$ cat src/rtl/sgr_pkg.sv
// Shared types and constants for the stream group reverser.
`default_nettype none

package sgr_pkg;

  // Fixed widths of the stream words and the configuration register
  localparam int VALUE_W     = 16;
  localparam int CFG_W       = 5;
  // Element count width, wide enough for the largest group the 5-bit size register can set (31)
  localparam int GROUP_CNT_W = 7;

  // Group command passed from the front end to the back end
  typedef struct packed {
    logic                   bank;
    logic [GROUP_CNT_W-1:0] count;
    logic                   reverse;
    logic                   last;
  } cmd_t;

  // Buffer bank release from the back end to the front end
  typedef struct packed {
    logic valid;
    logic bank;
  } rel_t;

  // One result word waiting in the output stage
  typedef struct packed {
    logic [VALUE_W-1:0] out_value;
    logic               run_last;
    logic               list_last;
  } out_word_t;

endpackage

`default_nettype wire

$ cat src/rtl/sgr_if.sv
// Stream and configuration channel interfaces of the stream group reverser.
`default_nettype none

// Input element channel
interface sgr_in_if;
  logic                        valid;
  logic                        ready;
  logic [sgr_pkg::VALUE_W-1:0] item_value;
  logic                        list_end;

  modport source (output valid, output item_value, output list_end, input ready);
  modport sink   (input valid, input item_value, input list_end, output ready);
endinterface

// Result channel
interface sgr_out_if;
  logic                        valid;
  logic                        ready;
  logic [sgr_pkg::VALUE_W-1:0] out_value;
  logic                        run_last;
  logic                        list_last;

  modport source (output valid, output out_value, output run_last, output list_last,
                  input ready);
  modport sink   (input valid, input out_value, input run_last, input list_last,
                  output ready);
endinterface

// Group size register write channel
interface sgr_cfg_if;
  logic                      valid;
  logic                      ready;
  logic [sgr_pkg::CFG_W-1:0] group_size;

  modport source (output valid, output group_size, input ready);
  modport sink   (input valid, input group_size, output ready);
endinterface

`default_nettype wire

$ cat src/rtl/sgr_front.sv
// Front end: takes input words, fills a buffer bank and issues group commands.
`default_nettype none

module sgr_front #(
  parameter int MAX_GROUP  = 16,
  parameter int VALUE_BITS = 16
) (
  input  wire logic         clk_i,
  input  wire logic         rst_ni,
  sgr_in_if.sink            in_i,
  sgr_cfg_if.sink           cfg_i,
  output sgr_pkg::cmd_t     cmd_o,
  output logic              cmd_valid_o,
  input  wire logic         cmd_ready_i,
  input  wire sgr_pkg::rel_t rel_i,
  output logic              mem_we_o,
  output logic [(MAX_GROUP > 1 ? $clog2(MAX_GROUP) : 1):0] mem_waddr_o,
  output logic [VALUE_BITS-1:0] mem_wdata_o
);

  localparam int AW = (MAX_GROUP > 1) ? $clog2(MAX_GROUP) : 1;
  localparam int CW = sgr_pkg::GROUP_CNT_W;

  logic [sgr_pkg::CFG_W-1:0] group_size_q;
  logic [CW-1:0]             fill_q, fill_d;
  logic                      wbank_q, wbank_d;
  logic [1:0]                busy_q, busy_d;

  logic [CW-1:0]             gs_ext;
  logic [CW-1:0]             size_eff;
  logic [CW-1:0]             held;
  logic                      accept;
  logic                      full_grp;
  logic                      emit;
  logic [VALUE_BITS+sgr_pkg::VALUE_W-1:0] wext;

  // Config register, always writable
  assign cfg_i.ready = 1'b1;

  always_ff @(posedge clk_i or negedge rst_ni) begin
    if (!rst_ni) begin
      group_size_q <= sgr_pkg::CFG_W'(2);
    end else if (cfg_i.valid) begin
      group_size_q <= cfg_i.group_size;
    end
  end

  // Effective group size: zero acts as one, large values clamp to the buffer depth
  always_comb begin
    gs_ext = CW'(group_size_q);
    if (group_size_q == '0) begin
      size_eff = CW'(1);
    end else if (gs_ext > CW'(MAX_GROUP)) begin
      size_eff = CW'(MAX_GROUP);
    end else begin
      size_eff = gs_ext;
    end
  end

  // Accept while the current bank is free and the command queue has room
  assign in_i.ready = !busy_q[wbank_q] && cmd_ready_i;
  assign accept     = in_i.valid && in_i.ready;
  assign held       = fill_q + CW'(1);
  assign full_grp   = held >= size_eff;
  assign emit       = accept && (full_grp || in_i.list_end);

  // Buffer write of each accepted word
  assign wext        = {{VALUE_BITS{1'b0}}, in_i.item_value};
  assign mem_we_o    = accept;
  assign mem_waddr_o = {wbank_q, fill_q[AW-1:0]};
  assign mem_wdata_o = wext[VALUE_BITS-1:0];

  // Group command: full groups go out reversed, a short tail in order
  assign cmd_valid_o   = emit;
  assign cmd_o.bank    = wbank_q;
  assign cmd_o.count   = held;
  assign cmd_o.reverse = full_grp;
  assign cmd_o.last    = in_i.list_end;

  // Fill count, bank select and bank busy flags
  always_comb begin
    fill_d  = fill_q;
    wbank_d = wbank_q;
    busy_d  = busy_q;
    if (rel_i.valid) begin
      busy_d[rel_i.bank] = 1'b0;
    end
    if (emit) begin
      busy_d[wbank_q] = 1'b1;
      wbank_d         = !wbank_q;
      fill_d          = '0;
    end else if (accept) begin
      fill_d = held;
    end
  end

  always_ff @(posedge clk_i or negedge rst_ni) begin
    if (!rst_ni) begin
      fill_q  <= '0;
      wbank_q <= 1'b0;
      busy_q  <= '0;
    end else begin
      fill_q  <= fill_d;
      wbank_q <= wbank_d;
      busy_q  <= busy_d;
    end
  end

endmodule

`default_nettype wire

$ cat src/rtl/sgr_cmd_fifo.sv
// Two-entry command queue between the front end and the back end.
`default_nettype none

module sgr_cmd_fifo (
  input  wire logic          clk_i,
  input  wire logic          rst_ni,
  input  wire sgr_pkg::cmd_t push_cmd_i,
  input  wire logic          push_valid_i,
  output logic               push_ready_o,
  output sgr_pkg::cmd_t      pop_cmd_o,
  output logic               pop_valid_o,
  input  wire logic          pop_ready_i
);

  sgr_pkg::cmd_t ent_q [2];
  logic          wp_q, rp_q;
  logic [1:0]    cnt_q;
  logic          push, pop;

  assign push_ready_o = cnt_q != 2'd2;
  assign pop_valid_o  = cnt_q != 2'd0;
  assign pop_cmd_o    = ent_q[rp_q];
  assign push         = push_valid_i && push_ready_o;
  assign pop          = pop_valid_o && pop_ready_i;

  // Entry storage
  always_ff @(posedge clk_i) begin
    if (push) begin
      ent_q[wp_q] <= push_cmd_i;
    end
  end

  // Pointers and occupancy
  always_ff @(posedge clk_i or negedge rst_ni) begin
    if (!rst_ni) begin
      wp_q  <= 1'b0;
      rp_q  <= 1'b0;
      cnt_q <= '0;
    end else begin
      if (push) begin
        wp_q <= !wp_q;
      end
      if (pop) begin
        rp_q <= !rp_q;
      end
      cnt_q <= cnt_q + {1'b0, push} - {1'b0, pop};
    end
  end

endmodule

`default_nettype wire

$ cat src/rtl/sgr_back.sv
// Back end: holds the two-bank buffer, replays groups and stages the results.
`default_nettype none

module sgr_back #(
  parameter int MAX_GROUP  = 16,
  parameter int VALUE_BITS = 16
) (
  input  wire logic         clk_i,
  input  wire logic         rst_ni,
  input  wire sgr_pkg::cmd_t cmd_i,
  input  wire logic         cmd_valid_i,
  output logic              cmd_ready_o,
  output sgr_pkg::rel_t     rel_o,
  input  wire logic         mem_we_i,
  input  wire logic [(MAX_GROUP > 1 ? $clog2(MAX_GROUP) : 1):0] mem_waddr_i,
  input  wire logic [VALUE_BITS-1:0] mem_wdata_i,
  sgr_out_if.source         out_o
);

  localparam int AW = (MAX_GROUP > 1) ? $clog2(MAX_GROUP) : 1;
  localparam int CW = sgr_pkg::GROUP_CNT_W;

  // Two banks of group buffer
  logic [VALUE_BITS-1:0] mem [2**(AW+1)];

  logic          act_q, act_d;
  logic          bank_q, bank_d;
  logic [AW-1:0] pos_q, pos_d;
  logic [CW-1:0] rem_q, rem_d;
  logic          rev_q, rev_d;
  logic          last_q, last_d;

  logic                  rd_q, rd_run_q, rd_list_q;
  logic [VALUE_BITS-1:0] rdata_q;
  logic [VALUE_BITS+sgr_pkg::VALUE_W-1:0] rext;

  sgr_pkg::out_word_t ob_q [2];
  sgr_pkg::out_word_t ob_in;
  logic               obw_q, obr_q;
  logic [1:0]         obc_q;
  logic [1:0]         obc_after;
  logic               pop;
  logic               issue;
  logic               load;
  logic               final_rd;

  // Output stage handshake
  assign pop             = out_o.valid && out_o.ready;
  assign out_o.valid     = obc_q != 2'd0;
  assign out_o.out_value = ob_q[obr_q].out_value;
  assign out_o.run_last  = ob_q[obr_q].run_last;
  assign out_o.list_last = ob_q[obr_q].list_last;

  // Issue a read only when the output stage will have room for it
  assign obc_after = obc_q - {1'b0, pop};
  assign issue     = act_q && ((obc_after + {1'b0, rd_q}) < 2'd2);
  assign final_rd  = rem_q == CW'(1);
  assign load      = !act_q && cmd_valid_i;

  assign cmd_ready_o = !act_q;
  assign rel_o.valid = issue && final_rd;
  assign rel_o.bank  = bank_q;

  // Group replay sequencer
  always_comb begin
    act_d  = act_q;
    bank_d = bank_q;
    pos_d  = pos_q;
    rem_d  = rem_q;
    rev_d  = rev_q;
    last_d = last_q;
    if (load) begin
      act_d  = 1'b1;
      bank_d = cmd_i.bank;
      rem_d  = cmd_i.count;
      rev_d  = cmd_i.reverse;
      last_d = cmd_i.last;
      pos_d  = cmd_i.reverse ? AW'(cmd_i.count - CW'(1)) : '0;
    end else if (issue) begin
      rem_d = rem_q - CW'(1);
      pos_d = rev_q ? pos_q - AW'(1) : pos_q + AW'(1);
      if (final_rd) begin
        act_d = 1'b0;
      end
    end
  end

  always_ff @(posedge clk_i or negedge rst_ni) begin
    if (!rst_ni) begin
      act_q     <= 1'b0;
      rd_q      <= 1'b0;
      obw_q     <= 1'b0;
      obr_q     <= 1'b0;
      obc_q     <= '0;
    end else begin
      act_q <= act_d;
      rd_q  <= issue;
      if (rd_q) begin
        obw_q <= !obw_q;
      end
      if (pop) begin
        obr_q <= !obr_q;
      end
      obc_q <= obc_after + {1'b0, rd_q};
    end
  end

  // Sequencer payload and read flags
  always_ff @(posedge clk_i) begin
    bank_q <= bank_d;
    pos_q  <= pos_d;
    rem_q  <= rem_d;
    rev_q  <= rev_d;
    last_q <= last_d;
    if (issue) begin
      rd_run_q  <= final_rd;
      rd_list_q <= final_rd && last_q;
    end
  end

  // Buffer memory: one write port, one registered read port
  always_ff @(posedge clk_i) begin
    if (mem_we_i) begin
      mem[mem_waddr_i] <= mem_wdata_i;
    end
    if (issue) begin
      rdata_q <= mem[{bank_q, pos_q}];
    end
  end

  // Output stage entries
  assign rext            = {{sgr_pkg::VALUE_W{1'b0}}, rdata_q};
  assign ob_in.out_value = rext[sgr_pkg::VALUE_W-1:0];
  assign ob_in.run_last  = rd_run_q;
  assign ob_in.list_last = rd_list_q;

  always_ff @(posedge clk_i) begin
    if (rd_q) begin
      ob_q[obw_q] <= ob_in;
    end
  end

endmodule

`default_nettype wire

$ cat src/rtl/stream_group_reverser.sv
// Top level of the stream group reverser.
//
//   channel  dir  word contents                         accepted when
//   in_i     in   item_value[15:0], list_end            valid && ready
//   out_o    out  out_value[15:0], run_last, list_last  valid && ready
//   cfg_i    in   group_size[4:0]                       valid (ready tied high)
//
// The front end takes one input word per cycle while its current buffer bank
// is free and the command queue has room; two banks let one group fill while
// the previous one is replayed. The back end loads a group command and then
// reads one word per cycle while the output stage has room; the first result
// word of a group passes through the command queue, the sequencer registers,
// the read data register and the output stage.
// Reset clears counts, bank flags and queues; buffer contents need no clearing.
// Input stalls only when both banks hold groups not yet read out.
`default_nettype none

module stream_group_reverser #(
  parameter int MAX_GROUP  = 16,
  parameter int VALUE_BITS = 16
) (
  input wire logic  clk_i,
  input wire logic  rst_ni,
  sgr_in_if.sink    in_i,
  sgr_out_if.source out_o,
  sgr_cfg_if.sink   cfg_i
);

  localparam int AW = (MAX_GROUP > 1) ? $clog2(MAX_GROUP) : 1;

  sgr_pkg::cmd_t         f_cmd, b_cmd;
  logic                  f_cmd_valid, f_cmd_ready;
  logic                  b_cmd_valid, b_cmd_ready;
  sgr_pkg::rel_t         rel;
  logic                  mem_we;
  logic [AW:0]           mem_waddr;
  logic [VALUE_BITS-1:0] mem_wdata;

  sgr_front #(
    .MAX_GROUP  (MAX_GROUP),
    .VALUE_BITS (VALUE_BITS)
  ) u_front (
    .clk_i       (clk_i),
    .rst_ni      (rst_ni),
    .in_i        (in_i),
    .cfg_i       (cfg_i),
    .cmd_o       (f_cmd),
    .cmd_valid_o (f_cmd_valid),
    .cmd_ready_i (f_cmd_ready),
    .rel_i       (rel),
    .mem_we_o    (mem_we),
    .mem_waddr_o (mem_waddr),
    .mem_wdata_o (mem_wdata)
  );

  sgr_cmd_fifo u_cmd_fifo (
    .clk_i        (clk_i),
    .rst_ni       (rst_ni),
    .push_cmd_i   (f_cmd),
    .push_valid_i (f_cmd_valid),
    .push_ready_o (f_cmd_ready),
    .pop_cmd_o    (b_cmd),
    .pop_valid_o  (b_cmd_valid),
    .pop_ready_i  (b_cmd_ready)
  );

  sgr_back #(
    .MAX_GROUP  (MAX_GROUP),
    .VALUE_BITS (VALUE_BITS)
  ) u_back (
    .clk_i       (clk_i),
    .rst_ni      (rst_ni),
    .cmd_i       (b_cmd),
    .cmd_valid_i (b_cmd_valid),
    .cmd_ready_o (b_cmd_ready),
    .rel_o       (rel),
    .mem_we_i    (mem_we),
    .mem_waddr_i (mem_waddr),
    .mem_wdata_i (mem_wdata),
    .out_o       (out_o)
  );

endmodule

`default_nettype wire

$ cat src/flat_wrapper.sv
// flat-port wrapper written by rule: the top's interface ports become plain ports
module stream_group_reverser_flat 
#(
  parameter int MAX_GROUP  = 16,
  parameter int VALUE_BITS = 16
)
  (clk_i, rst_ni, in_i_valid, in_i_item_value, in_i_list_end, in_i_ready, out_o_valid, out_o_out_value, out_o_run_last, out_o_list_last, out_o_ready, cfg_i_valid, cfg_i_group_size, cfg_i_ready);
  sgr_in_if in_i_i ();
  sgr_out_if out_o_i ();
  sgr_cfg_if cfg_i_i ();
  input wire logic clk_i;
  input wire logic rst_ni;
  input wire logic [$bits(in_i_i.valid)-1:0] in_i_valid;
  input wire logic [$bits(in_i_i.item_value)-1:0] in_i_item_value;
  input wire logic [$bits(in_i_i.list_end)-1:0] in_i_list_end;
  output wire logic [$bits(in_i_i.ready)-1:0] in_i_ready;
  output wire logic [$bits(out_o_i.valid)-1:0] out_o_valid;
  output wire logic [$bits(out_o_i.out_value)-1:0] out_o_out_value;
  output wire logic [$bits(out_o_i.run_last)-1:0] out_o_run_last;
  output wire logic [$bits(out_o_i.list_last)-1:0] out_o_list_last;
  input wire logic [$bits(out_o_i.ready)-1:0] out_o_ready;
  input wire logic [$bits(cfg_i_i.valid)-1:0] cfg_i_valid;
  input wire logic [$bits(cfg_i_i.group_size)-1:0] cfg_i_group_size;
  output wire logic [$bits(cfg_i_i.ready)-1:0] cfg_i_ready;
  assign in_i_i.valid = in_i_valid;
  assign in_i_i.item_value = in_i_item_value;
  assign in_i_i.list_end = in_i_list_end;
  assign in_i_ready = in_i_i.ready;
  assign out_o_valid = out_o_i.valid;
  assign out_o_out_value = out_o_i.out_value;
  assign out_o_run_last = out_o_i.run_last;
  assign out_o_list_last = out_o_i.list_last;
  assign out_o_i.ready = out_o_ready;
  assign cfg_i_i.valid = cfg_i_valid;
  assign cfg_i_i.group_size = cfg_i_group_size;
  assign cfg_i_ready = cfg_i_i.ready;
  stream_group_reverser #(.MAX_GROUP(MAX_GROUP), .VALUE_BITS(VALUE_BITS)) u_core (.clk_i(clk_i), .rst_ni(rst_ni), .in_i(in_i_i), .out_o(out_o_i), .cfg_i(cfg_i_i));
endmodule
$ cat config.mk
export PLATFORM = sky130hd
export DESIGN_NAME = stream_group_reverser_flat
export DESIGN_NICKNAME = d
export VERILOG_FILES = /design/src/rtl/sgr_pkg.sv /design/src/rtl/sgr_if.sv /design/src/rtl/sgr_front.sv /design/src/rtl/sgr_cmd_fifo.sv /design/src/rtl/sgr_back.sv /design/src/rtl/stream_group_reverser.sv /design/src/flat_wrapper.sv
export SDC_FILE = /design/constraint.sdc
export NUM_CORES = 1
export LEC_CHECK = 0
export BUFFER_PORTS_ARGS = -buffer_cell sky130_fd_sc_hd__buf_4
export CORE_ASPECT_RATIO = 0.8
export CORE_UTILIZATION = 63
export CTS_BUF_LIST = sky130_fd_sc_hd__clkbuf_4
export CTS_CLUSTER_DIAMETER = 30
export DETAILED_ROUTE_END_ITERATION = 10
export PLACE_DENSITY_LB_ADDON = 0.1
export SYNTH_ARGS = -nofsm -noshare
export SYNTH_HDL_FRONTEND = slang
export SYNTH_SLANG_ARGS = --single-unit
$ cat constraint.sdc
create_clock -name clk_i -period 4.12 [get_ports clk_i]
set_input_delay 0.412 -clock clk_i [delete_from_list [all_inputs] [get_ports clk_i]]
set_output_delay 0.412 -clock clk_i [all_outputs]
set_load 0.02 [all_outputs]
# Yosys cells after proc, flatten, opt, wreduce, memory -nomap -nowiden
# Memories as Yosys holds them, arrays and structs flattened. A register that Yosys moved wholly into a read port is not among the register bits.
# Index checks and enable logic that the tools add are counted.
op_classes:
  addsub: 9
  order_cmp: 7
  n_eq_ne: 2
  mux: 27
  bitwise_logic: 3
  reduce_logical: 26
op_table:
  columns: ["op", "n"]
  rows:
  - ["$mux W7", 4]
  - ["$mux W4", 4]
  - ["$mux W1", 13]
  - ["$logic_and A1 B1 Y1", 11]
  - ["$mux W5", 2]
  - ["$reduce_bool A2 Y1", 5]
  - ["$sub A4 B1 Y4 const B", 2]
  - ["$add A7 B1 Y7 const B", 1]
  - ["$eq A7 B1 Y1 const B", 1]
  - ["$ge A7 B7 Y1", 1]
  - ["$logic_not A1 Y1", 7]
  - ["$sub A7 B1 Y7 const B", 1]
  - ["$gt A5 B5 Y1 const B", 1]
  - ["$logic_not A5 Y1", 1]
  - ["$add A2 B1 Y2", 2]
  - ["$add A4 B1 Y4 const B", 1]
  - ["$lt A1 B2 Y1 const B", 2]
  - ["$mux W2", 2]
  - ["$sub A2 B1 Y2", 2]
  - ["$and A2 B2 Y2", 1]
  - ["$demux W1 S1", 2]
  - ["$ge A1 B1 Y1 const B", 2]
  - ["$lt A2 B2 Y1 const B", 1]
  - ["$ne A2 B2 Y1 const B", 1]
  - ["4 further kinds", 4]
totals:
  reg_bits: 41
  ramBits: 568
  out_inout_bits: 21
  n_memories: 3
memory_table:
  columns: ["name", "depth", "width", "read_ports", "rd_ports_with_merged_regs", "write_ports", "line", "text"]
  rows:
  - ["u_core.u_back.mem", 32, 16, 1, 1, 1, "sgr_back.sv:24", "logic [VALUE_BITS-1:0] mem [2**(AW+1)];"]
  - ["u_core.u_back.ob_q", 2, 18, 1, 0, 1, "sgr_back.sv:37", "sgr_pkg::out_word_t ob_q [2];"]
  - ["u_core.u_cmd_fifo.ent_q", 2, 10, 1, 0, 1, "sgr_cmd_fifo.sv:15", "sgr_pkg::cmd_t ent_q [2];"]

# Depth between registers and ports, before layout
# Gate-level depths: netlist of run 1.
logic_depth:
  word_depth: 10
  depth_mapped: 15
  depth_no_buf: 15

# Hierarchy
# A second synthesis of run 1 with hierarchy kept.
hier_totals:
  cells_unflattened: 1467
  area_unflattened_um2: 25095.3
by_module_without_submodules:
  columns: ["module", "n_inst", "cells_each", "area_per_inst_um2", "seq_area_each_um2"]
  rows:
  - ["sgr_back", 1, 1300, 23088.4, 17566.8]
  - ["sgr_front", 1, 114, 1066.0, 376.6]
  - ["sgr_cmd_fifo", 1, 53, 940.9, 700.7]

# Worst setup path after synthesis of run 1
# Ideal clock, no wire load.
synth_timing:
  path_type: "register -> register"
  start: "register u_core.u_front.wbank_q"
  end: "memory u_core.u_back.mem[13][0], enable pin"
  arrival_ns: 2.810
  t_required_ns: 3.711
  slack_ns: 0.901
  stages_incl_launch_ff: 7
  period_less_slack_ns: 3.219
  cell_sequence: "dfrtp_1 mux2_2 nor2_1 and2_1 buf_1 nand2_1 nor3_1"
synth_via:
  elab_chain_cells: 7
synth_lines:
  columns: ["item", "line", "text"]
  rows:
  - ["start, declared", "sgr_front.sv:26", "logic wbank_q, wbank_d;"]
  - ["start signal, assigned", "sgr_front.sv:104", "wbank_q <= wbank_d;"]
  - ["$mux W1 (not written as such) (2 in series)", "sgr_front.sv:61", "assign in_i.ready = !busy_q[wbank_q] && cmd_ready_i;"]
  - ["$logic_not A1 Y1", "sgr_front.sv:61", null]
  - ["$logic_and A1 B1 Y1", "sgr_front.sv:61", null]
  - ["named net in_i_ready", "flat_wrapper.sv:16", "output wire logic [$bits(in_i_i.ready)-1:0] in_i_ready;"]
  - ["$logic_and A1 B1 Y1", "sgr_front.sv:62", "assign accept = in_i.valid && in_i.ready;"]
  - ["$mux W1", "sgr_back.sv:123", "if (mem_we_i) begin"]
  - ["$mux W1 (not written as such)", "sgr_back.sv:124", "mem[mem_waddr_i] <= mem_wdata_i;"]
  - ["end, declared", "sgr_back.sv:24", null]
# The timed path passes the listed nets, and every way through them passes these cells. The select of a mux whose other input is x is not followed.

==> flow_summary.json, run 1 <==
{
  "status": "completed",
  "rsz0062_at_grt": "no",
  "clk_latency_ps": 860,
  "synth_edf_count": 600,
  "grt_use_total": 0.275,
  "slew_headroom": 0.315,
  "grt_pass1_wl_um": 77900,
  "p_leak_nw": 9.86,
  "cts_buffer_depth": 3,
  "worst_pin_slew_ps": 1030,
  "die_h_um": 178,
  "wl_per_cell_um": 24.7,
  "grt_overflow": 0,
  "core_area_um2": 38200,
  "mostFrequentLayoutCell": "edfxtp_1",
  "fin_crit_sh": 0.837,
  "clock_sinks": 625,
  "synthesis.area_um2": 24400,
  "grt_pass1_vias": 12800,
  "wl_um": 52900,
  "final_cell_mix": "600 x edfxtp_1, 223 x clkbuf_4, 137 x mux2i_1, 93 x buf_4",
  "antenna_found_initial": 2,
  "final-setup-viol-count": 0,
  "synth.net_count": 1360,
  "cts_resized": 0,
  "via_per_inst": 6.03,
  "netSwitchingPower_mw": 5.56,
  "cts_buffers": 150,
  "ys_top_cells_by_area": "edfxtp_1 74%, mux4_2 5.9%, mux2i_1 5.6%",
  "drive_above_1_share": 0.269,
  "dp_hpwl_um": 30700,
  "async_flop_share": 0.0400,
  "hold_path.class": "input pin to flip-flop",
  "root_buffer": "clkbuf_4",
  "period_minus_slack_ps": 3450,
  "max_cap_violations": 0,
  "drc": 0,
  "synth_cell_types": 45,
  "powerDensity_nw_per_um2": 644,
  "cts_tree": "done",
  "synth_top_cell_by_area": "edfxtp_1",
  "clkTransAtPathRegs_ps": 60,
  "fmax_mhz": 290,
  "ys.flop_type": "edfxtp_1",
  "hold_viol_final": 0,
  "ant_nets": 0,
  "syn_inst": 1314,
  "startpoint_type": "flip-flop",
  "drt_first_iter_violations": 1389,
  "p_int_mw": 12.4,
  "worstSetupPathType": "flip-flop to flip-flop",
  "rows": 64,
  "io_buffers": 46,
  "placed_cells": 1850,
  "vdd_drop_max_v": 0.000469,
  "die_w_um": 222,
  "grt_start_max_net_pins": 46,
  "dr.pass1.iters": 5,
  "cp.required_ps": 4890,
  "synth-seq-cells": 625,
  "drv_slew": 0,
  "arrival_ps": 4220,
  "fin_cells": 2145,
  "ys_warn_count": 0,
  "synth.yosys.seq_area_share": 0.763,
  "finalWeightedCongestion": 0.787,
  "combPwrFrac": 0.278,
  "area_growth_pct": 14.1,
  "clkPwrFrac": 0.271,
  "final_net_count": 1585,
  "endpoint_kind": "flip-flop",
  "skew_ps": 48.2,
  "finalSetupTns_ps": 0,
  "cp_max_fo": 6,
  "syn_area_per_cell_um2": 18.6,
  "vias": 12900,
  "synthDominantCellAreaShare": 0.737,
  "initial_core_util": 0.640,
  "io_pins": 48,
  "p_sw_frac": 0.310,
  "die-area_um2": 39600,
  "htreeDepth": 4,
  "seq_power_share": 0.450
}
-- worst max-delay path, stage by stage (launching register included) --
cell and delay (ps):
dfrtp_1 440, ha_1 350, nand3_1 210, nand2_1 140, nand2_1 90, ha_1 200, nand2b_1 150, or4_4 510
a221oi_4 380, nor2_2 120, clkinv_2 110, ha_1 230, inv_1 50, ha_1 140, xnor2_1 140, xnor2_1 140
-- sequential cells by signal, indices dropped and copies added (netlist names), 2 cells and up --
| name | cells |
|---|---|
| u_core.u_back.mem | 512 |
| u_core.u_back.ob_q | 36 |
| u_core.u_cmd_fifo.ent_q | 20 |
| u_core.u_back.rdata_q | 16 |
| u_core.u_back.rem_q | 7 |
| u_core.u_front.fill_q | 7 |
| u_core.u_front.group_size_q | 5 |
| u_core.u_back.pos_q | 4 |
| u_core.u_back.obc_q | 2 |
| u_core.u_cmd_fifo.cnt_q | 2 |
| u_core.u_front.busy_q | 2 |
-- power groups by stage --
stage / clock (mW) / combinational [mW] / sequential (mW)
final: 4.88 / 5.00 / 8.09
after global routing: 5.32 / 5.35 / 8.13
after CTS: 4.98 / 5.02 / 8.08
after detailed placement: 0 / 4.97 / 8.22
after global placement: 0 / 4.90 / 8.19
after floorplan: 0 / 3.46 / 7.99
-- routing by layer --
layer  GRT usage  vias to the layer above  share of wire
met2       0.403                      526           0.46
met5           0                        -              0
met4      0.0758                        0          0.012
li1            -                     5765              -
met3      0.0791                       52          0.089
met1       0.407                     6598           0.44
-- worst paths after layout --
| kind | start | end | slack (ps) | depth (start not counted) |
|---|---|---|---|---|
| setup / recovery | u_core.u_front.fill_q[0] | u_core.u_cmd_fifo.cnt_q[1] | 670 | 15 |
| hold / removal | in_i_valid | u_core.u_front.fill_q[3] | 120 | 4 |
| setup reg to reg | u_core.u_front.fill_q[0] | u_core.u_cmd_fifo.cnt_q[1] | 670 | 15 |
| hold reg to reg | u_core.u_back.rdata_q[13] | u_core.u_back.ob_q[0][15] | 450 | 0 |
| max in group asynchronous | rst_ni | u_core.u_back.obr_q | 3270 | 4 |
| min in group asynchronous | rst_ni | u_core.u_back.obc_q[0] | 500 | 3 |
-- logic make-up (layout without fill, tap and decap cells) --
family / after synthesis / in the layout / share of synthesized area
and+or+nand+nor: 170 / 170 / 0.0343
muxes: 227 / 227 / 0.127
other: 1 / 4 / 0.000153
xor gates and xnor gates: 24 / 24 / 0.00860
AOI/OAI and AO/OA: 140 / 140 / 0.0385
adders and majority gates: 19 / 19 / 0.0100
buffers and inverters: 108 / 441 / 0.0181
DFF: 625 / 625 / 0.763
-- through the flow --
stage | utilization | setup slack [ps] | power (mW) | hold slack, ps | cell area (um2)
6_report | 0.730 | 672 | 18.0 | 122 | 27900
5_1_grt | 0.730 | 491 | 18.8 | 108 | 27900
4_1_cts | 0.730 | 712 | 18.1 | 58.5 | 27900
3_5_place_dp | 0.672 | 707 | 13.2 | 347 | 25700
3_3_place_gp | 0.672 | 847 | 13.1 | 335 | 25700
2_1_floorplan | - | 901 | 11.4 | 116 | 24400
-- what timing repair did --
item	in CTS	in global routing
setup buffers	0	0
endpoints found under the hold margin	512	0
hold buffers	32	0
-- Yosys cell counts (2+ instances only) --
master,n
edfxtp_1,600
mux2i_1,137
a22oi_1,64
mux4_2,64
inv_1,48
nor2_1,47
nand3_1,45
clkbuf_1,29
mux2_2,26
a21oi_1,24
dfrtp_1,24
buf_2,23
nand2_1,23
nor2b_1,19
ha_1,18
o22ai_1,18
a31oi_1,16
xnor2_1,12
xor2_1,12
o21ai_0,11
nor3_1,9
and2_1,8
buf_1,5
nand2b_1,3
or2_2,3
a22o_1,2
and3_1,2
buf_4,2
nand3b_1,2
o21ai_1,2
or3_1,2
-- cell type report --
cell class / instances / area (um2)
multi-input combinational: 581 / 5380
inverter: 49 / 185
antenna: 3 / 7.51
fill: 2303 / 10300
clock buffer: 223 / 1670
timing repair buffer: 132 / 1170
tap: 495 / 619
sequential: 625 / 18600
clock inverter: 37 / 198
No activity file was read; power rests on OpenSTA's default activity.
==> run 2: changes to the inputs <==
--- a/config.mk
+++ b/config.mk
@@ -5,6 +5,7 @@
 export SDC_FILE = /design/constraint.sdc
 export NUM_CORES = 1
 export LEC_CHECK = 0
+export ABC_AREA = 1
 export BUFFER_PORTS_ARGS = -buffer_cell sky130_fd_sc_hd__buf_4
 export CORE_ASPECT_RATIO = 0.8
 export CORE_UTILIZATION = 63
==> constraint.sdc (replaced) <==
create_clock -name clk_i -period 3.4 [get_ports clk_i]
set_input_delay 0.34 -clock clk_i [delete_from_list [all_inputs] [get_ports clk_i]]
set_output_delay 0.34 -clock clk_i [all_outputs]
set_load 0.02 [all_outputs]
==> run 2 against run 1 <==
  * Die area grew 4.5%
  * Wire length grew 15%
  * Worst hold slack gained 110 ps
  * Maximum frequency grew 11%
  * First-iteration DRC count grew 33%
  * Highest routed layer unchanged
  * Combinational power grew 63%
  * Count of clock-buffer cells in the layout shrank 12
  * Clock skew shrank 6.7 ps
  * Setup slack lost 370 ps
==> flow_summary.json, run 2 <==
{
  "status": "completed",
  "ys_warn_count": 0,
  "max_cap_violations": 0,
  "registers.top_by_ff_count": "u_core.u_back.mem",
  "die-area_um2": 41400,
  "grt_pass1_vias": 16600,
  "rows": 65,
  "synth_commonest_cells": "760 x nand2_1, 600 x edfxtp_1, 402 x nand3_1",
  "r2r-start": "u_core.u_front.fill_q[0]",
  "grt_start_max_net_pins": 132,
  "drc": 0,
  "clk_latency_ps": 860,
  "fillers": 2793,
  "vdd_drop_max_v": 0.000938,
  "multi_input_area_um2": 6040,
  "critPathLaunch": "u_core.u_front.fill_q[0]",
  "synth_edf_count": 600,
  "synth-compound-area-share": 0.0157,
  "synth_cell_types": 40,
  "largest_register_ffs": 512,
  "finalWeightedCongestion": 0.817,
  "crit_end": "u_core.u_cmd_fifo.cnt_q[1]",
  "fin_crit_sh": 0.910,
  "final-setup-viol-count": 0,
  "io_buffers": 46,
  "cts_resized": 0,
  "htreeDepth": 4,
  "final_net_count": 2367,
  "fmax_mhz": 323,
  "wl_um": 61100,
  "p_leak_nw": 11.0,
  "synth_simple_gate_area_frac": 0.203,
  "postCtsHoldBufs": 34,
  "dr.pass1.iters": 5,
  "synth.yosys.seq_area_share": 0.730,
  "via_per_inst": 5.74,
  "cts_tree": "done",
  "ys_top_cells_by_area": "edfxtp_1 71%, nand2_1 11%, nand3_1 7.9%",
  "hold_path.class": "input pin to flip-flop",
  "synthDominantCellAreaShare": 0.705,
  "arrival_ps": 3880,
  "startpoint_type": "flip-flop",
  "vias": 17000,
  "cp_max_fo": 6,
  "async_flop_share": 0.0400,
  "synth_top_cell_by_area": "edfxtp_1",
  "syn_area_per_cell_um2": 11.9,
  "worst_slack_ps": 305,
  "ys.flop_type": "edfxtp_1",
  "grt_use_total": 0.305,
  "synthesis.area_um2": 25500,
  "regArea_um2": 18600,
  "powerDensity_nw_per_um2": 832,
  "worstSetupPathType": "flip-flop to flip-flop",
  "clock_sinks": 625,
  "synth.most_common_cell": "nand2_1",
  "synth_top_family_by_area": "simple AND/OR/NAND/NOR gates",
  "worst_hold_startpoint": "in_i_list_end",
  "rsz0062_at_grt": "no",
  "synth.net_count": 2192,
  "ant_nets": 0,
  "cts_setup_buffers": 0,
  "skew_ps": 41.5,
  "synth-seq-cells": 625,
  "drive_above_1_share": 0.149,
  "worst_pin_slew_ps": 1060,
  "cp.required_ps": 4180,
  "die_h_um": 182,
  "drt_first_iter_violations": 1847,
  "mostFrequentLayoutCell": "nand2_1",
  "wl_per_cell_um": 20.6,
  "die_w_um": 227,
  "syn_inst": 2146,
  "grt_pass1_wl_um": 92600,
  "io_pins": 48,
  "hold_viol_final": 0,
  "drv_slew": 0,
  "grt_overflow": 0,
  "regToRegSetupSlack_ps": 310,
  "initial_core_util": 0.644,
  "root_buffer": "clkbuf_4",
  "slew_headroom": 0.294,
  "core_area_um2": 39700,
  "rr_worst_depth": 17,
  "cts_buffers": 150,
  "muxShareOfSynthArea": 0.00171,
  "synthAdderAreaFrac": 0.00960,
  "synth_xor_area_frac": 0.00583,
  "antenna_found_initial": 2,
  "period_minus_slack_ps": 3090,
  "cts_buffer_depth": 3,
  "finalSetupTns_ps": 0,
  "endpoint_kind": "flip-flop",
  "preCtsSetupSlack_ps": 312,
  "reg.largest.list": "u_core.u_back.mem x512, u_core.u_back.ob_q x36, u_core.u_cmd_fifo.ent_q x20",
  "dp_hpwl_um": 33200,
  "final_cell_mix": "760 x nand2_1, 600 x edfxtp_1, 402 x nand3_1, 211 x clkbuf_4, 99 x buf_4",
  "area_growth_pct": 12.3,
  "r2r-end": "u_core.u_cmd_fifo.cnt_q[1]",
  "clkTransAtPathRegs_ps": 70
}
run 2: where the power goes:
group	total [mW]	internal [mW]	switching, mW
logic	8.16	2.34	5.82
registers	9.76	9.44	0.320
clock network	5.95	3.15	2.80
run 2: through the flow:
stage / hold slack, ps / cell area, um2 / util / std cells / total power, mW
after floorplan: 44.4 / 25500 / - / 2146 / 15.4
after detailed placement: 269 / 26500 / 0.667 / 2671 / 17.9
after global routing: 176 / 28700 / 0.723 / 2958 / 25.2
after global placement: 263 / 26500 / 0.667 / 2671 / 17.7
after CTS: 154 / 28700 / 0.723 / 2956 / 23.9
final: 227 / 28700 / 0.723 / 2959 / 23.9
run 2: layout make-up:
cell class | count | share of cell area
timing repair buffer | 142 | 0.0444
antenna | 3 | 0.000262
clock buffer | 211 | 0.0552
tap | 536 | 0.0234
sequential | 625 | 0.650
multi-input combinational | 1348 | 0.211
inverter | 54 | 0.00741
clock inverter | 40 | 0.00903
run 2: worst max-delay path, stage by stage, from the launching register on:
cell	delay [ps]
dfrtp_1	450
ha_1	280
nand2_1	120
nor2_1	160
xor2_1	170
inv_1	90
ha_1	290
a21o_1	180
nor2_1	130
nand2_1	80
nor2_2	130
nand3_4	110
nand2_4	100
ha_1	230
inv_1	60
ha_1	150
xnor2_1	130
xor2_1	150
run 2: cell families after synthesis:
logic type                 after synthesis
and+or+nand+nor                       1231
DFF                                    625
buffers and inverters                  173
AOI/OAI and AO/OA                       76
adders and majority gates               19
xor gates and xnor gates                17
muxes                                    4
other                                    1
run 2: how the worst min path moves through the flow:
stage | end | slack (ps) | depth (start not counted)
after CTS | u_core.u_cmd_fifo.ent_q[0][0] | 150 | 2
after global placement | u_core.u_back.obr_q | 260 | 1
after detailed placement | u_core.u_back.obr_q | 270 | 1
final | u_core.u_cmd_fifo.ent_q[0][0] | 230 | 2
after global routing | u_core.u_cmd_fifo.ent_q[0][0] | 180 | 2
after floorplan | u_core.u_back.act_q | 40 | 0
run 2: layer usage:
metal / vias to the layer above / track usage / share of wire
li1: 7899 / - / -
met1: 8119 / 0.418 / 0.40
met2: 851 / 0.468 / 0.47
met3: 106 / 0.0832 / 0.10
met4: 0 / 0.121 / 0.027
met5: - / 0 / 0
==> run 3: changes to the inputs <==
--- a/config.mk
+++ b/config.mk
@@ -8,7 +8,7 @@
 export ABC_AREA = 1
 export BUFFER_PORTS_ARGS = -buffer_cell sky130_fd_sc_hd__buf_4
 export CORE_ASPECT_RATIO = 0.8
-export CORE_UTILIZATION = 63
+export CORE_UTILIZATION = 65
 export CTS_BUF_LIST = sky130_fd_sc_hd__clkbuf_4
 export CTS_CLUSTER_DIAMETER = 30
 export DETAILED_ROUTE_END_ITERATION = 10
==> run 3 against run 2 <==
  * Via count is 1.4% lower
  * Sequential cell count stayed put
  * Clock skew is 7.8 ps higher
  * First-iteration DRC count is 2.7% higher
  * Sequential power hardly changed
  * Cell count is 0.91% lower
  * Power is 0.28% lower
  * Clock power hardly changed
  * Worst hold slack better by 44 ps
  * Final area is 0.39% lower
  * Register-to-register slack hardly changed
  * Critical path type unchanged
  * Critical endpoint unchanged
  * Largest power group unchanged
==> flow_summary.json, run 3 (synthesized netlist as in run 2, its figures left out) <==
{
  "grt_start_max_net_pins": 130,
  "via_per_inst": 5.71,
  "cpMaxStageDelayCell": "dfrtp_1",
  "status": "completed",
  "clkPwrFrac": 0.249,
  "die-area_um2": 40100,
  "grt_use_total": 0.302,
  "worst_pin_slew_ps": 965,
  "wl_per_cell_um": 20.4,
  "p_sw_frac": 0.374,
  "worst_slack_ps": 319,
  "hold_viol_final": 0,
  "initial_core_util": 0.663,
  "regToRegSetupSlack_ps": 320,
  "p_int_mw": 14.9,
  "cts_setup_buffers": 0,
  "rr_worst_depth": 17,
  "whs_ps": 271,
  "ant_nets": 0,
  "reg.largest.list": "u_core.u_back.mem x512, u_core.u_back.ob_q x36, u_core.u_cmd_fifo.ent_q x20",
  "netSwitchingPower_mw": 8.89,
  "skew_ps": 49.2,
  "slowest_delay_ps": 450,
  "fmax_mhz": 325,
  "seq_power_share": 0.411,
  "vdd_drop_max_v": 0.000582,
  "slew_headroom": 0.356,
  "grt_overflow": 0,
  "hold_path.class": "input pin to flip-flop",
  "core_area_um2": 38500,
  "arrival_ps": 3840,
  "root_buffer": "clkbuf_4",
  "max_cap_violations": 0,
  "worstSetupPathType": "flip-flop to flip-flop",
  "worstHoldPathCells": 2,
  "final_util": 0.742,
  "r2r-start": "u_core.u_front.fill_q[0]",
  "cp.required_ps": 4160,
  "final_net_count": 2353,
  "die_h_um": 179,
  "drt_first_iter_violations": 1897,
  "largest_register_ffs": 512,
  "worst_hold_startpoint": "in_i_list_end",
  "vias": 16700,
  "rsz0062_at_grt": "no",
  "drive_above_1_share": 0.147,
  "final_cell_mix": "760 x nand2_1, 600 x edfxtp_1, 402 x nand3_1, 212 x clkbuf_4, 87 x buf_4",
  "rows": 64,
  "p_leak_nw": 10.9,
  "htreeDepth": 4,
  "worst_path_most_repeated_cell": "ha_1",
  "io_buffers": 46,
  "clock_sinks": 625,
  "mostFrequentLayoutCell": "nand2_1",
  "fin_crit_sh": 0.906,
  "die_w_um": 224,
  "final-setup-viol-count": 0,
  "drv_slew": 0,
  "endpoint_kind": "flip-flop",
  "area_growth_pct": 11.9,
  "combPwrFrac": 0.341,
  "critPathLaunch": "u_core.u_front.fill_q[0]",
  "startpoint_type": "flip-flop",
  "cts_tree": "done",
  "antenna_found_initial": 2,
  "finalSetupTns_ps": 0,
  "powerDensity_nw_per_um2": 833,
  "cp_max_fo": 6,
  "grt_pass1_wl_um": 89000,
  "preCtsSetupSlack_ps": 308,
  "drc": 0,
  "grt_pass1_vias": 16000,
  "dr.pass1.iters": 5,
  "clkTransAtPathRegs_ps": 70,
  "r2r-end": "u_core.u_cmd_fifo.cnt_q[1]",
  "period_minus_slack_ps": 3080,
  "finalPower_mw": 23.8,
  "cts_buffers": 148,
  "io_pins": 48,
  "wl_um": 59800,
  "worstPathCellList": "ha_1, nand2_1, nor2_1, xor2_1, inv_1, ha_1, a21o_1, nor2_1, nand2_1, nor2_2, nand3_4, nand2_4, ha_1, inv_1, ha_1, xnor2_1, xor2_1",
  "hold_path_end": "u_core.u_cmd_fifo.ent_q[1][0]",
  "cts_buffer_depth": 3,
  "dp_hpwl_um": 32400,
  "clk_latency_ps": 850,
  "registers.top_by_ff_count": "u_core.u_back.mem",
  "finalWeightedCongestion": 0.824
}
==> run 3: per-stage QoR <==
step                cells  instance area (um2)
floorplan            2146                25500
global placement     2651                26400
detailed placement   2651                26400
CTS                  2931                28600
global route         2932                28600
finish               2932                28600
==> run 3: timing repair <==
action | in CTS | in global routing
endpoints found under the hold margin | 556 | 0
hold buffers | 34 | 0
setup endpoints to repair | 0 | 10
gates resized for setup | 0 | 1
==> run 3: area by class of cell <==
class,instances,area [um2]
inverters,54,213
multi-input cells,1348,6040
clock buffers,212,1590
clock inverters,34,241
well taps,528,661
diodes,1,2.50
fillers,2544,9940
flip-flops and latches,625,18600
repair buffers,130,1180
==> run 3: critical path, delay by kind of cell, from the launching register on <==
| family | cells | cell delay [ps] |
|---|---|---|
| adders and majority gates | 4 | 950 |
| and+or+nand+nor | 7 | 830 |
| xor gates and xnor gates | 3 | 460 |
| DFF | 1 | 450 |
| AOI/OAI and AO/OA | 1 | 180 |
| buffers and inverters | 2 | 140 |
==> run 3: power by group through the flow <==
stage | clock, mW | combinational, mW | sequential (mW)
2_1_floorplan | 0 | 5.63 | 9.76
3_3_place_gp | 0 | 7.76 | 9.90
3_5_place_dp | 0 | 7.97 | 9.93
4_1_cts | 6.00 | 8.06 | 9.77
5_1_grt | 6.39 | 8.86 | 9.83
6_report | 5.92 | 8.11 | 9.77
==> run 3: worst max-delay path by stage <==
stage / endpoint / depth (start not counted) / slack (ps)
after global placement: u_core.u_cmd_fifo.ent_q[1][7] / 14 / 380
after floorplan: u_core.u_cmd_fifo.cnt_q[1] / 17 / 580
after detailed placement: u_core.u_cmd_fifo.ent_q[1][7] / 14 / 310
after global routing: u_core.u_cmd_fifo.cnt_q[1] / 17 / 10
final: u_core.u_cmd_fifo.cnt_q[1] / 17 / 320
after CTS: u_core.u_cmd_fifo.ent_q[1][5] / 14 / 300
==> run 3: routing by layer <==
layer,wire (um),global-route usage,vias to the layer above
met4,1570,0.126,0
li1,-,-,7862
met1,24100,0.409,8005
met2,28600,0.474,781
met3,5490,0.0782,89
met5,0,0,-
